===== src/hdl/sha256_pkg.sv =====
// Package: SHA-256 constants, types and round functions.
`default_nettype none
package sha256_pkg;

  localparam int unsigned BlockBytes = 64;
  localparam int unsigned WordW      = 32;
  localparam int unsigned CountW     = 61;
  localparam int unsigned Rounds     = 64;
  localparam logic [7:0]  PadByte    = 8'h80;
  localparam int unsigned LenPos     = 56;

  typedef logic [WordW-1:0] word_t;

  typedef enum logic [3:0] {
    ST_IDLE,
    ST_LOAD,
    ST_ROUND,
    ST_ADD,
    ST_PAD,
    ST_EMIT
  } state_e;

  function automatic word_t round_k(input logic [5:0] idx);
    word_t k;
    unique case (idx)
      6'd0: k = 32'h428a2f98;  6'd1: k = 32'h71374491;
      6'd2: k = 32'hb5c0fbcf;  6'd3: k = 32'he9b5dba5;
      6'd4: k = 32'h3956c25b;  6'd5: k = 32'h59f111f1;
      6'd6: k = 32'h923f82a4;  6'd7: k = 32'hab1c5ed5;
      6'd8: k = 32'hd807aa98;  6'd9: k = 32'h12835b01;
      6'd10: k = 32'h243185be; 6'd11: k = 32'h550c7dc3;
      6'd12: k = 32'h72be5d74; 6'd13: k = 32'h80deb1fe;
      6'd14: k = 32'h9bdc06a7; 6'd15: k = 32'hc19bf174;
      6'd16: k = 32'he49b69c1; 6'd17: k = 32'hefbe4786;
      6'd18: k = 32'h0fc19dc6; 6'd19: k = 32'h240ca1cc;
      6'd20: k = 32'h2de92c6f; 6'd21: k = 32'h4a7484aa;
      6'd22: k = 32'h5cb0a9dc; 6'd23: k = 32'h76f988da;
      6'd24: k = 32'h983e5152; 6'd25: k = 32'ha831c66d;
      6'd26: k = 32'hb00327c8; 6'd27: k = 32'hbf597fc7;
      6'd28: k = 32'hc6e00bf3; 6'd29: k = 32'hd5a79147;
      6'd30: k = 32'h06ca6351; 6'd31: k = 32'h14292967;
      6'd32: k = 32'h27b70a85; 6'd33: k = 32'h2e1b2138;
      6'd34: k = 32'h4d2c6dfc; 6'd35: k = 32'h53380d13;
      6'd36: k = 32'h650a7354; 6'd37: k = 32'h766a0abb;
      6'd38: k = 32'h81c2c92e; 6'd39: k = 32'h92722c85;
      6'd40: k = 32'ha2bfe8a1; 6'd41: k = 32'ha81a664b;
      6'd42: k = 32'hc24b8b70; 6'd43: k = 32'hc76c51a3;
      6'd44: k = 32'hd192e819; 6'd45: k = 32'hd6990624;
      6'd46: k = 32'hf40e3585; 6'd47: k = 32'h106aa070;
      6'd48: k = 32'h19a4c116; 6'd49: k = 32'h1e376c08;
      6'd50: k = 32'h2748774c; 6'd51: k = 32'h34b0bcb5;
      6'd52: k = 32'h391c0cb3; 6'd53: k = 32'h4ed8aa4a;
      6'd54: k = 32'h5b9cca4f; 6'd55: k = 32'h682e6ff3;
      6'd56: k = 32'h748f82ee; 6'd57: k = 32'h78a5636f;
      6'd58: k = 32'h84c87814; 6'd59: k = 32'h8cc70208;
      6'd60: k = 32'h90befffa; 6'd61: k = 32'ha4506ceb;
      6'd62: k = 32'hbef9a3f7; default: k = 32'hc67178f2;
    endcase
    return k;
  endfunction

  function automatic word_t init_hash(input logic [2:0] idx);
    word_t h;
    unique case (idx)
      3'd0: h = 32'h6a09e667; 3'd1: h = 32'hbb67ae85;
      3'd2: h = 32'h3c6ef372; 3'd3: h = 32'ha54ff53a;
      3'd4: h = 32'h510e527f; 3'd5: h = 32'h9b05688c;
      3'd6: h = 32'h1f83d9ab; default: h = 32'h5be0cd19;
    endcase
    return h;
  endfunction

  function automatic word_t rotr(input word_t x, input int unsigned n);
    return (x >> n) | (x << (WordW - n));
  endfunction

endpackage
`default_nettype wire


===== src/hdl/sha256_ram.sv =====
// Generic single-port RAM with registered read.
`default_nettype none
module sha256_ram #(
  parameter int unsigned Width = 8,
  parameter int unsigned Depth = 64
) (
  input  wire logic                     clk_i,
  input  wire logic                     we_i,
  input  wire logic [$clog2(Depth)-1:0] addr_i,
  input  wire logic [Width-1:0]         wdata_i,
  output logic      [Width-1:0]         rdata_o
);

  logic [Width-1:0] mem_q [Depth];

  // Write port and registered read
  always_ff @(posedge clk_i) begin
    if (we_i) begin
      mem_q[addr_i] <= wdata_i;
    end
    rdata_o <= mem_q[addr_i];
  end

endmodule
`default_nettype wire


===== src/hdl/sha256_message_digest.sv =====
// SHA-256 top level: byte intake, block memory, round engine, digest output.
// Message bytes arrive one per request and go into a 64-byte block RAM; a
// byte request that does not complete a block leaves the block ready for
// the next request. A byte that fills the block starts a compression: the
// 64 bytes are copied into the 16-word schedule RAM, then 64 rounds follow.
// Rounds 0..15 go through read, latch and apply. Rounds 16..63 take longer,
// because the four schedule reads share one RAM port, then the new word is
// written back and the round is applied. ST_ADD then adds into the chaining
// state. No request is taken while a block is compressed. On end of message
// the padding is written one byte per cycle, from the byte count modulo 64
// up to byte 63, and a compression follows. If the 0x80 byte lands at byte
// 56 or later, a second padding pass over the whole block and a compression
// follow. When the ending byte fills a block, that block is compressed first
// and then one full padding block follows. Then eight digest words are sent,
// word 0 first, one per cycle while out_ready_i is high, the last one flagged,
// and the block clears its count and reloads the initial chaining state.
`default_nettype none
module sha256_message_digest (
  input  wire logic        clk_i,
  input  wire logic        rst_ni,
  input  wire logic        in_valid_i,
  output logic             in_ready_o,
  input  wire logic [7:0]  data_byte_i,
  input  wire logic        end_of_message_i,
  input  wire logic        message_empty_i,
  output logic             out_valid_o,
  input  wire logic        out_ready_i,
  output logic [31:0]      digest_word_o,
  output logic [2:0]       word_index_o,
  output logic             last_word_o
);
  import sha256_pkg::*;

  state_e state_q, state_d;

  logic [CountW-1:0] count_q;
  logic              final_q;      // message has ended, padding follows
  logic              second_q;     // padding pass of the spill block
  logic              last_blk_q;   // block in flight is the final one
  logic [6:0]        step_q;       // load step
  logic [5:0]        rnd_q;        // round number
  logic [2:0]        sub_q;        // round sub-step
  logic [5:0]        pad_pos_q;
  logic [2:0]        emit_q;
  word_t             hash_q [8];
  word_t             v_q [8];
  word_t             wacc_q;       // byte assembly during load
  word_t             w_q;          // schedule word of the current round
  word_t             x16_q, x15_q, x2_q;

  // Block RAM
  logic       buf_we;
  logic [5:0] buf_addr;
  logic [7:0] buf_wdata, buf_rdata;
  sha256_ram #(.Width(8), .Depth(BlockBytes)) u_buf (
    .clk_i, .we_i(buf_we), .addr_i(buf_addr), .wdata_i(buf_wdata), .rdata_o(buf_rdata)
  );

  // Schedule RAM
  logic       w_we;
  logic [3:0] w_addr;
  word_t      w_wdata, w_rdata;
  sha256_ram #(.Width(WordW), .Depth(16)) u_win (
    .clk_i, .we_i(w_we), .addr_i(w_addr), .wdata_i(w_wdata), .rdata_o(w_rdata)
  );

  logic        accept;
  logic [5:0]  pos;
  logic [63:0] bitlen;
  logic        pad_spill;
  logic [7:0]  len_byte;
  logic        rnd_apply;
  word_t       g0, g1, w_new, t1, t2, s0, s1, ch, maj;

  assign accept     = in_valid_i && in_ready_o;
  assign in_ready_o = (state_q == ST_IDLE);
  assign pos        = count_q[5:0];
  assign bitlen     = {count_q, 3'b000};
  // 0x80 at byte 56 or later: the length goes into a second block
  assign pad_spill  = (pos >= 6'(LenPos));
  assign len_byte   = 8'(bitlen >> {3'd7 - pad_pos_q[2:0], 3'b000});
  assign rnd_apply  = (state_q == ST_ROUND) && (sub_q == 3'd5);

  // Schedule expansion and round function
  assign g0    = rotr(x15_q, 7) ^ rotr(x15_q, 18) ^ (x15_q >> 3);
  assign g1    = rotr(x2_q, 17) ^ rotr(x2_q, 19) ^ (x2_q >> 10);
  assign w_new = x16_q + g0 + w_rdata + g1;
  assign s1    = rotr(v_q[4], 6) ^ rotr(v_q[4], 11) ^ rotr(v_q[4], 25);
  assign ch    = (v_q[4] & v_q[5]) ^ (~v_q[4] & v_q[6]);
  assign s0    = rotr(v_q[0], 2) ^ rotr(v_q[0], 13) ^ rotr(v_q[0], 22);
  assign maj   = (v_q[0] & v_q[1]) ^ (v_q[0] & v_q[2]) ^ (v_q[1] & v_q[2]);
  assign t2    = s0 + maj;
  assign t1    = v_q[7] + s1 + ch + round_k(rnd_q) + w_q;

  // Memory address and write control
  always_comb begin
    buf_we    = 1'b0;
    buf_addr  = pos;
    buf_wdata = data_byte_i;
    w_we      = 1'b0;
    w_addr    = rnd_q[3:0];
    w_wdata   = w_new;
    unique case (state_q)
      ST_IDLE: begin
        buf_we = accept && !message_empty_i;
      end
      ST_PAD: begin
        buf_we   = 1'b1;
        buf_addr = pad_pos_q;
        if (!second_q && pad_pos_q == pos) begin
          buf_wdata = PadByte;
        end else if (pad_pos_q >= 6'(LenPos) && (second_q || !pad_spill)) begin
          buf_wdata = len_byte;
        end else begin
          buf_wdata = 8'h00;
        end
      end
      ST_LOAD: begin
        // byte s arrives at step s+1; a word is written with its fourth byte
        buf_addr = step_q[5:0];
        w_we     = (step_q[1:0] == 2'd0) && (step_q != 7'd0);
        w_addr   = step_q[5:2] - 4'd1;
        w_wdata  = {wacc_q[23:0], buf_rdata};
      end
      ST_ROUND: begin
        // sub 0 reads i-16 (or i), 1 reads i-15, 2 reads i-2, 3 reads i-7
        case (sub_q)
          3'd1:    w_addr = rnd_q[3:0] + 4'd1;
          3'd2:    w_addr = rnd_q[3:0] + 4'd14;
          3'd3:    w_addr = rnd_q[3:0] + 4'd9;
          default: w_addr = rnd_q[3:0];
        endcase
        w_we = (sub_q == 3'd4);
      end
      default: ;
    endcase
  end

  // Next state
  always_comb begin
    state_d = state_q;
    unique case (state_q)
      ST_IDLE: begin
        if (accept) begin
          if (!message_empty_i && pos == 6'd63) state_d = ST_LOAD;
          else if (end_of_message_i) state_d = ST_PAD;
        end
      end
      ST_PAD:   if (pad_pos_q == 6'd63) state_d = ST_LOAD;
      ST_LOAD:  if (step_q == 7'd64) state_d = ST_ROUND;
      ST_ROUND: if (rnd_apply && rnd_q == 6'(Rounds - 1)) state_d = ST_ADD;
      ST_ADD: begin
        if (!final_q) state_d = ST_IDLE;
        else if (last_blk_q) state_d = ST_EMIT;
        else state_d = ST_PAD;
      end
      ST_EMIT:  if (out_ready_i && emit_q == 3'd7) state_d = ST_IDLE;
      default:  state_d = ST_IDLE;
    endcase
  end

  // Outputs
  always_comb begin
    out_valid_o   = (state_q == ST_EMIT);
    digest_word_o = hash_q[emit_q];
    word_index_o  = emit_q;
    last_word_o   = (emit_q == 3'd7);
  end

  // Control and datapath registers
  always_ff @(posedge clk_i or negedge rst_ni) begin
    if (!rst_ni) begin
      state_q    <= ST_IDLE;
      count_q    <= '0;
      final_q    <= 1'b0;
      second_q   <= 1'b0;
      last_blk_q <= 1'b0;
      step_q     <= '0;
      rnd_q      <= '0;
      sub_q      <= '0;
      pad_pos_q  <= '0;
      emit_q     <= '0;
      wacc_q     <= '0;
      w_q        <= '0;
      x16_q      <= '0;
      x15_q      <= '0;
      x2_q       <= '0;
      for (int i = 0; i < 8; i++) begin
        hash_q[i] <= init_hash(3'(i));
        v_q[i]    <= '0;
      end
    end else begin
      state_q <= state_d;
      unique case (state_q)
        ST_IDLE: begin
          if (accept) begin
            final_q    <= end_of_message_i;
            second_q   <= 1'b0;
            last_blk_q <= 1'b0;
            step_q     <= '0;
            emit_q     <= '0;
            if (!message_empty_i) begin
              count_q   <= count_q + CountW'(1);
              pad_pos_q <= pos + 6'd1;
            end else begin
              pad_pos_q <= pos;
            end
          end
        end
        ST_PAD: begin
          pad_pos_q <= pad_pos_q + 6'd1;
          step_q    <= '0;
          if (pad_pos_q == 6'd63) begin
            last_blk_q <= second_q || !pad_spill;
            if (pad_spill) second_q <= 1'b1;
          end
        end
        ST_LOAD: begin
          step_q <= step_q + 7'd1;
          wacc_q <= {wacc_q[23:0], buf_rdata};
          if (step_q == 7'd64) begin
            rnd_q <= '0;
            sub_q <= '0;
            for (int i = 0; i < 8; i++) v_q[i] <= hash_q[i];
          end
        end
        ST_ROUND: begin
          case (sub_q)
            3'd0: sub_q <= 3'd1;
            3'd1: begin
              if (rnd_q < 6'd16) begin
                w_q   <= w_rdata;
                sub_q <= 3'd5;
              end else begin
                x16_q <= w_rdata;
                sub_q <= 3'd2;
              end
            end
            3'd2: begin
              x15_q <= w_rdata;
              sub_q <= 3'd3;
            end
            3'd3: begin
              x2_q  <= w_rdata;
              sub_q <= 3'd4;
            end
            3'd4: begin
              w_q   <= w_new;
              sub_q <= 3'd5;
            end
            3'd5: begin
              sub_q  <= 3'd0;
              rnd_q  <= rnd_q + 6'd1;
              v_q[7] <= v_q[6];
              v_q[6] <= v_q[5];
              v_q[5] <= v_q[4];
              v_q[4] <= v_q[3] + t1;
              v_q[3] <= v_q[2];
              v_q[2] <= v_q[1];
              v_q[1] <= v_q[0];
              v_q[0] <= t1 + t2;
            end
            default: sub_q <= 3'd0;
          endcase
        end
        ST_ADD: begin
          for (int i = 0; i < 8; i++) hash_q[i] <= hash_q[i] + v_q[i];
          pad_pos_q <= '0;
        end
        ST_EMIT: begin
          if (out_ready_i) begin
            emit_q <= emit_q + 3'd1;
            if (emit_q == 3'd7) begin
              count_q <= '0;
              final_q <= 1'b0;
              for (int i = 0; i < 8; i++) hash_q[i] <= init_hash(3'(i));
            end
          end
        end
        default: ;
      endcase
    end
  end

`ifndef ASSERT_OFF
  a_ready_idle: assert property (@(posedge clk_i) disable iff (!rst_ni)
    in_ready_o |-> !out_valid_o) else $error("ready while emitting");
  a_emit_order: assert property (@(posedge clk_i) disable iff (!rst_ni)
    (out_valid_o && out_ready_i && !last_word_o) |=> out_valid_o)
    else $error("digest words interrupted");
  a_last_idle: assert property (@(posedge clk_i) disable iff (!rst_ni)
    (out_valid_o && out_ready_i && last_word_o) |=> in_ready_o)
    else $error("no return to idle after digest");
  a_word_hold: assert property (@(posedge clk_i) disable iff (!rst_ni)
    (out_valid_o && !out_ready_i) |=>
      (out_valid_o && $stable(digest_word_o) && $stable(word_index_o)))
    else $error("digest word changed while stalled");
`endif

endmodule
`default_nettype wire


===== config.mk =====
export PLATFORM = sky130hd
export DESIGN_NAME = sha256_message_digest
export DESIGN_NICKNAME = d
export VERILOG_FILES = /design/src/hdl/sha256_pkg.sv /design/src/hdl/sha256_ram.sv /design/src/hdl/sha256_message_digest.sv
export SDC_FILE = /design/constraint.sdc
export NUM_CORES = 2
export LEC_CHECK = 0
export BUFFER_PORTS_ARGS = -buffer_cell sky130_fd_sc_hd__clkbuf_2
export CORE_UTILIZATION = 30
export CTS_BUF_LIST = sky130_fd_sc_hd__clkbuf_4 sky130_fd_sc_hd__clkbuf_8
export DETAILED_ROUTE_END_ITERATION = 7
export PLACE_DENSITY_LB_ADDON = 0.12
export SLEW_MARGIN = 0
export SYNTH_ARGS = -nofsm -noshare
export SYNTH_HDL_FRONTEND = slang
export SYNTH_HIERARCHICAL = 1
export SYNTH_SLANG_ARGS = --single-unit

===== constraint.sdc =====
create_clock -name clk_i -period 21.9 [get_ports clk_i]
set_clock_uncertainty 0.15 [all_clocks]
set_input_delay 4.38 -clock clk_i [delete_from_list [all_inputs] [get_ports clk_i]]
set_output_delay 4.38 -clock clk_i [all_outputs]
set_load 0.005 [all_outputs]

==> flow_summary.json <==
{
  "tightest_slew_ns": 1.35,
  "cts_made_buffers": 347,
  "crit_family": "compound AO/OA/AOI/OAI gates",
  "synth-edff-count": 1024,
  "grt_max_degree": 141,
  "drt_iter0_markers": 5596,
  "synthTopCellsByCount": "1024 x edfxtp_1, 911 x nand2_1, 764 x nor2_1",
  "post_cts_buffers": 0,
  "hold_slack_ns": 0.320,
  "place.port_buffers": 51,
  "cts.sinks": 1820,
  "die_h_microns": 587,
  "hold_viol": 0,
  "cpMaxStageDelayCell": "dfrtp_4",
  "period_needed_ns": 9.45,
  "crit_path_end_kind": "flip-flop",
  "r2r_cells": 36,
  "ys_seq_area_share_pct": 49.3,
  "power_mw": 7.32,
  "clkSlewWorstSetupHoldPaths_ns": 0.07,
  "cts_root_buffer": "clkbuf_8",
  "vias": 75163,
  "cp.required_ns": 22.63,
  "overflow": 0,
  "areaGrowthSynthToFinish_pct": 12.6,
  "fmax_mhz": 106,
  "critPathLaunchType": "flip-flop",
  "synthArstFlopShare_pct": 41.5,
  "synth_area_sq_um": 103000,
  "irDropWorstVdd_mv": 0.0463,
  "cts_tree": "done",
  "grt_pass1_vias": 75907,
  "power.density_nw_per_um2": 63.2,
  "fin_ws_ns": 12.45,
  "ff2ff_setup_slack_ns": 12.45,
  "syn_inst": 9362,
  "grt_setup_unrepaired": "no",
  "wl_microns": 379000,
  "multi_input_area_sq_um": 48400,
  "setup_viol": 0,
  "yosysUniqueCellTypes": 97,
  "num_io_pins": 52,
  "ys_seq_elements": 1820,
  "ctsHoldBuffers": 0,
  "hp-start": "u_win/rdata_o[22]",
  "die_area_sq_um": 345000,
  "holdPathStages": 2,
  "synth_top_area_share_pct": 29.9,
  "avgSynthCellArea_sq_um": 11.0,
  "critical_path.n_buffers_inverters": 6,
  "grt_pass1_wl_microns": 550000,
  "cts_buffer_depth": 4,
  "wl_per_cell_microns": 26.6,
  "vias_per_cell": 5.28,
  "seqCellArea_sq_um": 50700,
  "synth_top_area_cell": "edfxtp_1",
  "rows": 214,
  "hpwl_microns": 261000,
  "max_slew_margin_pct": 9.50,
  "synthTopCellsByArea": "edfxtp_1 30%, dfrtp_1 15%, mux4_2 5.5%",
  "clkLatencyLatePin_ns": 1.09,
  "synth_flop_cell": "edfxtp_1",
  "gp_congestion": 0.898,
  "cp_max_fo": 80,
  "synth_warnings": 6,
  "worstSetupPathType": "flip-flop to flip-flop",
  "place_ws_ns": 12.62,
  "htree_levels": 5,
  "drc": 0,
  "crit_arrival_ns": 10.19,
  "synth_nets": 9980,
  "drv_cap": 0,
  "die_w_microns": 587,
  "finalCritPeriodShare_pct": 43.2,
  "antenna_found_initial": 21,
  "fillCellCount": 34145,
  "r2r-end": "v_q[250]",
  "dr.pass1.iters": 5,
  "r2r-start": "rnd_q[3]",
  "critPathMaxStageDelay_ns": 1.01,
  "core-area_sq_um": 340000,
  "leakage_nw": 47.2,
  "hold_end": "x16_q[22]",
  "cts.repair.resized": 0,
  "yosysMostFrequentCell": "edfxtp_1",
  "final-max-slew-violation-count": 0,
  "start_util_pct": 30.2,
  "setup_tns_ns": 0,
  "layout-drive-gt1-share_pct": 14.3,
  "hold_class": "flip-flop to flip-flop",
  "final_nets": 10011,
  "grtUsageTotal_pct": 21.5,
  "status": "completed",
  "drt.antenna.violating_nets": 0
}
==> logic make-up after synthesis <==
kind of cell,synth area share [%]
buf+inv,4.05
fa+ha+maj,8.81
simple gates,10.5
compound gates,14.8
xor+xnor,5.34
mux,7.29
flops,49.3
==> stage by stage <==
step | instances | utilization [%] | instance area, sq um
2_1_floorplan | 9362 | - | 103000
3_3_place_gp | 13580 | 31.8 | 108000
3_5_place_dp | 13580 | 31.8 | 108000
4_1_cts | 14220 | 34.0 | 116000
5_1_grt | 14235 | 34.0 | 116000
6_report | 14239 | 34.0 | 116000
==> layer usage <==
metal | vias up | GRT usage, % | wire length [microns]
met2 | 1792 | 35.3 | 179000
met4 | 4 | 7.18 | 12500
met3 | 521 | 2.76 | 16700
li1 | 34187 | - | -
met5 | - | 0 | 22
met1 | 38659 | 29.3 | 171000
==> state kept, by name (all words and copies together) (netlist names) <==
register       cells
u_win/rdata_o     32
u_buf/rdata_o      8
w_q               32
word_index_o       3
sub_q              3
x16_q             32
wacc_q            24
x15_q             32
v_q              256
second_q           1
u_buf/mem_q      512
step_q             7
state_q            3
count_q           61
last_blk_q         1
rnd_q              6
final_q            1
hash_q           256
x2_q              32
u_win/mem_q      512
pad_pos_q          6
==> how the worst max path moves through the flow <==
stage / startpoint / to / slack [ns] / depth (start not counted)
2_1_floorplan: rnd_q[2] / v_q[250] / 13.97 / 38
3_3_place_gp: rnd_q[3] / v_q[254] / 12.57 / 36
3_5_place_dp: rnd_q[3] / v_q[250] / 12.62 / 36
4_1_cts: rnd_q[3] / v_q[250] / 12.54 / 36
5_1_grt: rnd_q[3] / v_q[250] / 11.99 / 36
6_report: rnd_q[3] / v_q[250] / 12.45 / 36
==> final cells by class <==
cell class / instances / share of cell area, %
Antenna cell: 19 / 0.0411
Clock buffer: 559 / 5.74
Clock inverter: 81 / 0.710
Inverter: 542 / 1.76
Multi-Input combinational cell: 6477 / 41.8
Sequential cell: 1820 / 43.8
Tap cell: 4536 / 4.90
Timing Repair Buffer: 205 / 1.29
==> cell usage in the layout (no fill, tap or decap), types with 53 or more instances in the layout <==
| master | synthesis | final |
|---|---|---|
| dfrtp_1 | 620 | 613 |
| xnor2_1 | 331 | 331 |
| clkbuf_4 | 0 | 168 |
| mux2_2 | 78 | 78 |
| o22ai_1 | 130 | 130 |
| a21o_1 | 212 | 212 |
| buf_4 | 5 | 148 |
| dfstp_2 | 136 | 136 |
| inv_1 | 541 | 540 |
| a31oi_1 | 160 | 160 |
| ha_1 | 409 | 409 |
| mux4_2 | 249 | 249 |
| o21a_1 | 63 | 63 |
| nor3_1 | 139 | 134 |
| a21oi_1 | 572 | 571 |
| nand2_1 | 911 | 903 |
| nand2b_1 | 98 | 97 |
| mux2i_1 | 92 | 92 |
| and3_1 | 61 | 60 |
| a22oi_1 | 144 | 144 |
| o31ai_1 | 53 | 53 |
| nor2_1 | 764 | 746 |
| nand3_1 | 150 | 149 |
| a211oi_1 | 75 | 75 |
| xor2_1 | 295 | 295 |
| o21ai_0 | 608 | 588 |
| edfxtp_1 | 1024 | 1024 |
| fa_1 | 195 | 195 |
| nor2b_1 | 63 | 59 |
| clkbuf_8 | 0 | 391 |
==> worst min-delay path, stage by stage (launching register included) <==
cell	delay, ns
dfxtp_1	0.31
nand2_1	0.05
o21ai_0	0.06
==> power breakdown <==
group | leakage [nW] | internal [mW] | switching [mW]
combinational | 24.2 | 0.00451 | 0.0512
sequential | 19.0 | 3.61 | 0
clock | 3.96 | 2.04 | 1.61
total | 47.2 | 5.66 | 1.66
Note: power is estimated with default switching activity, not from simulation.
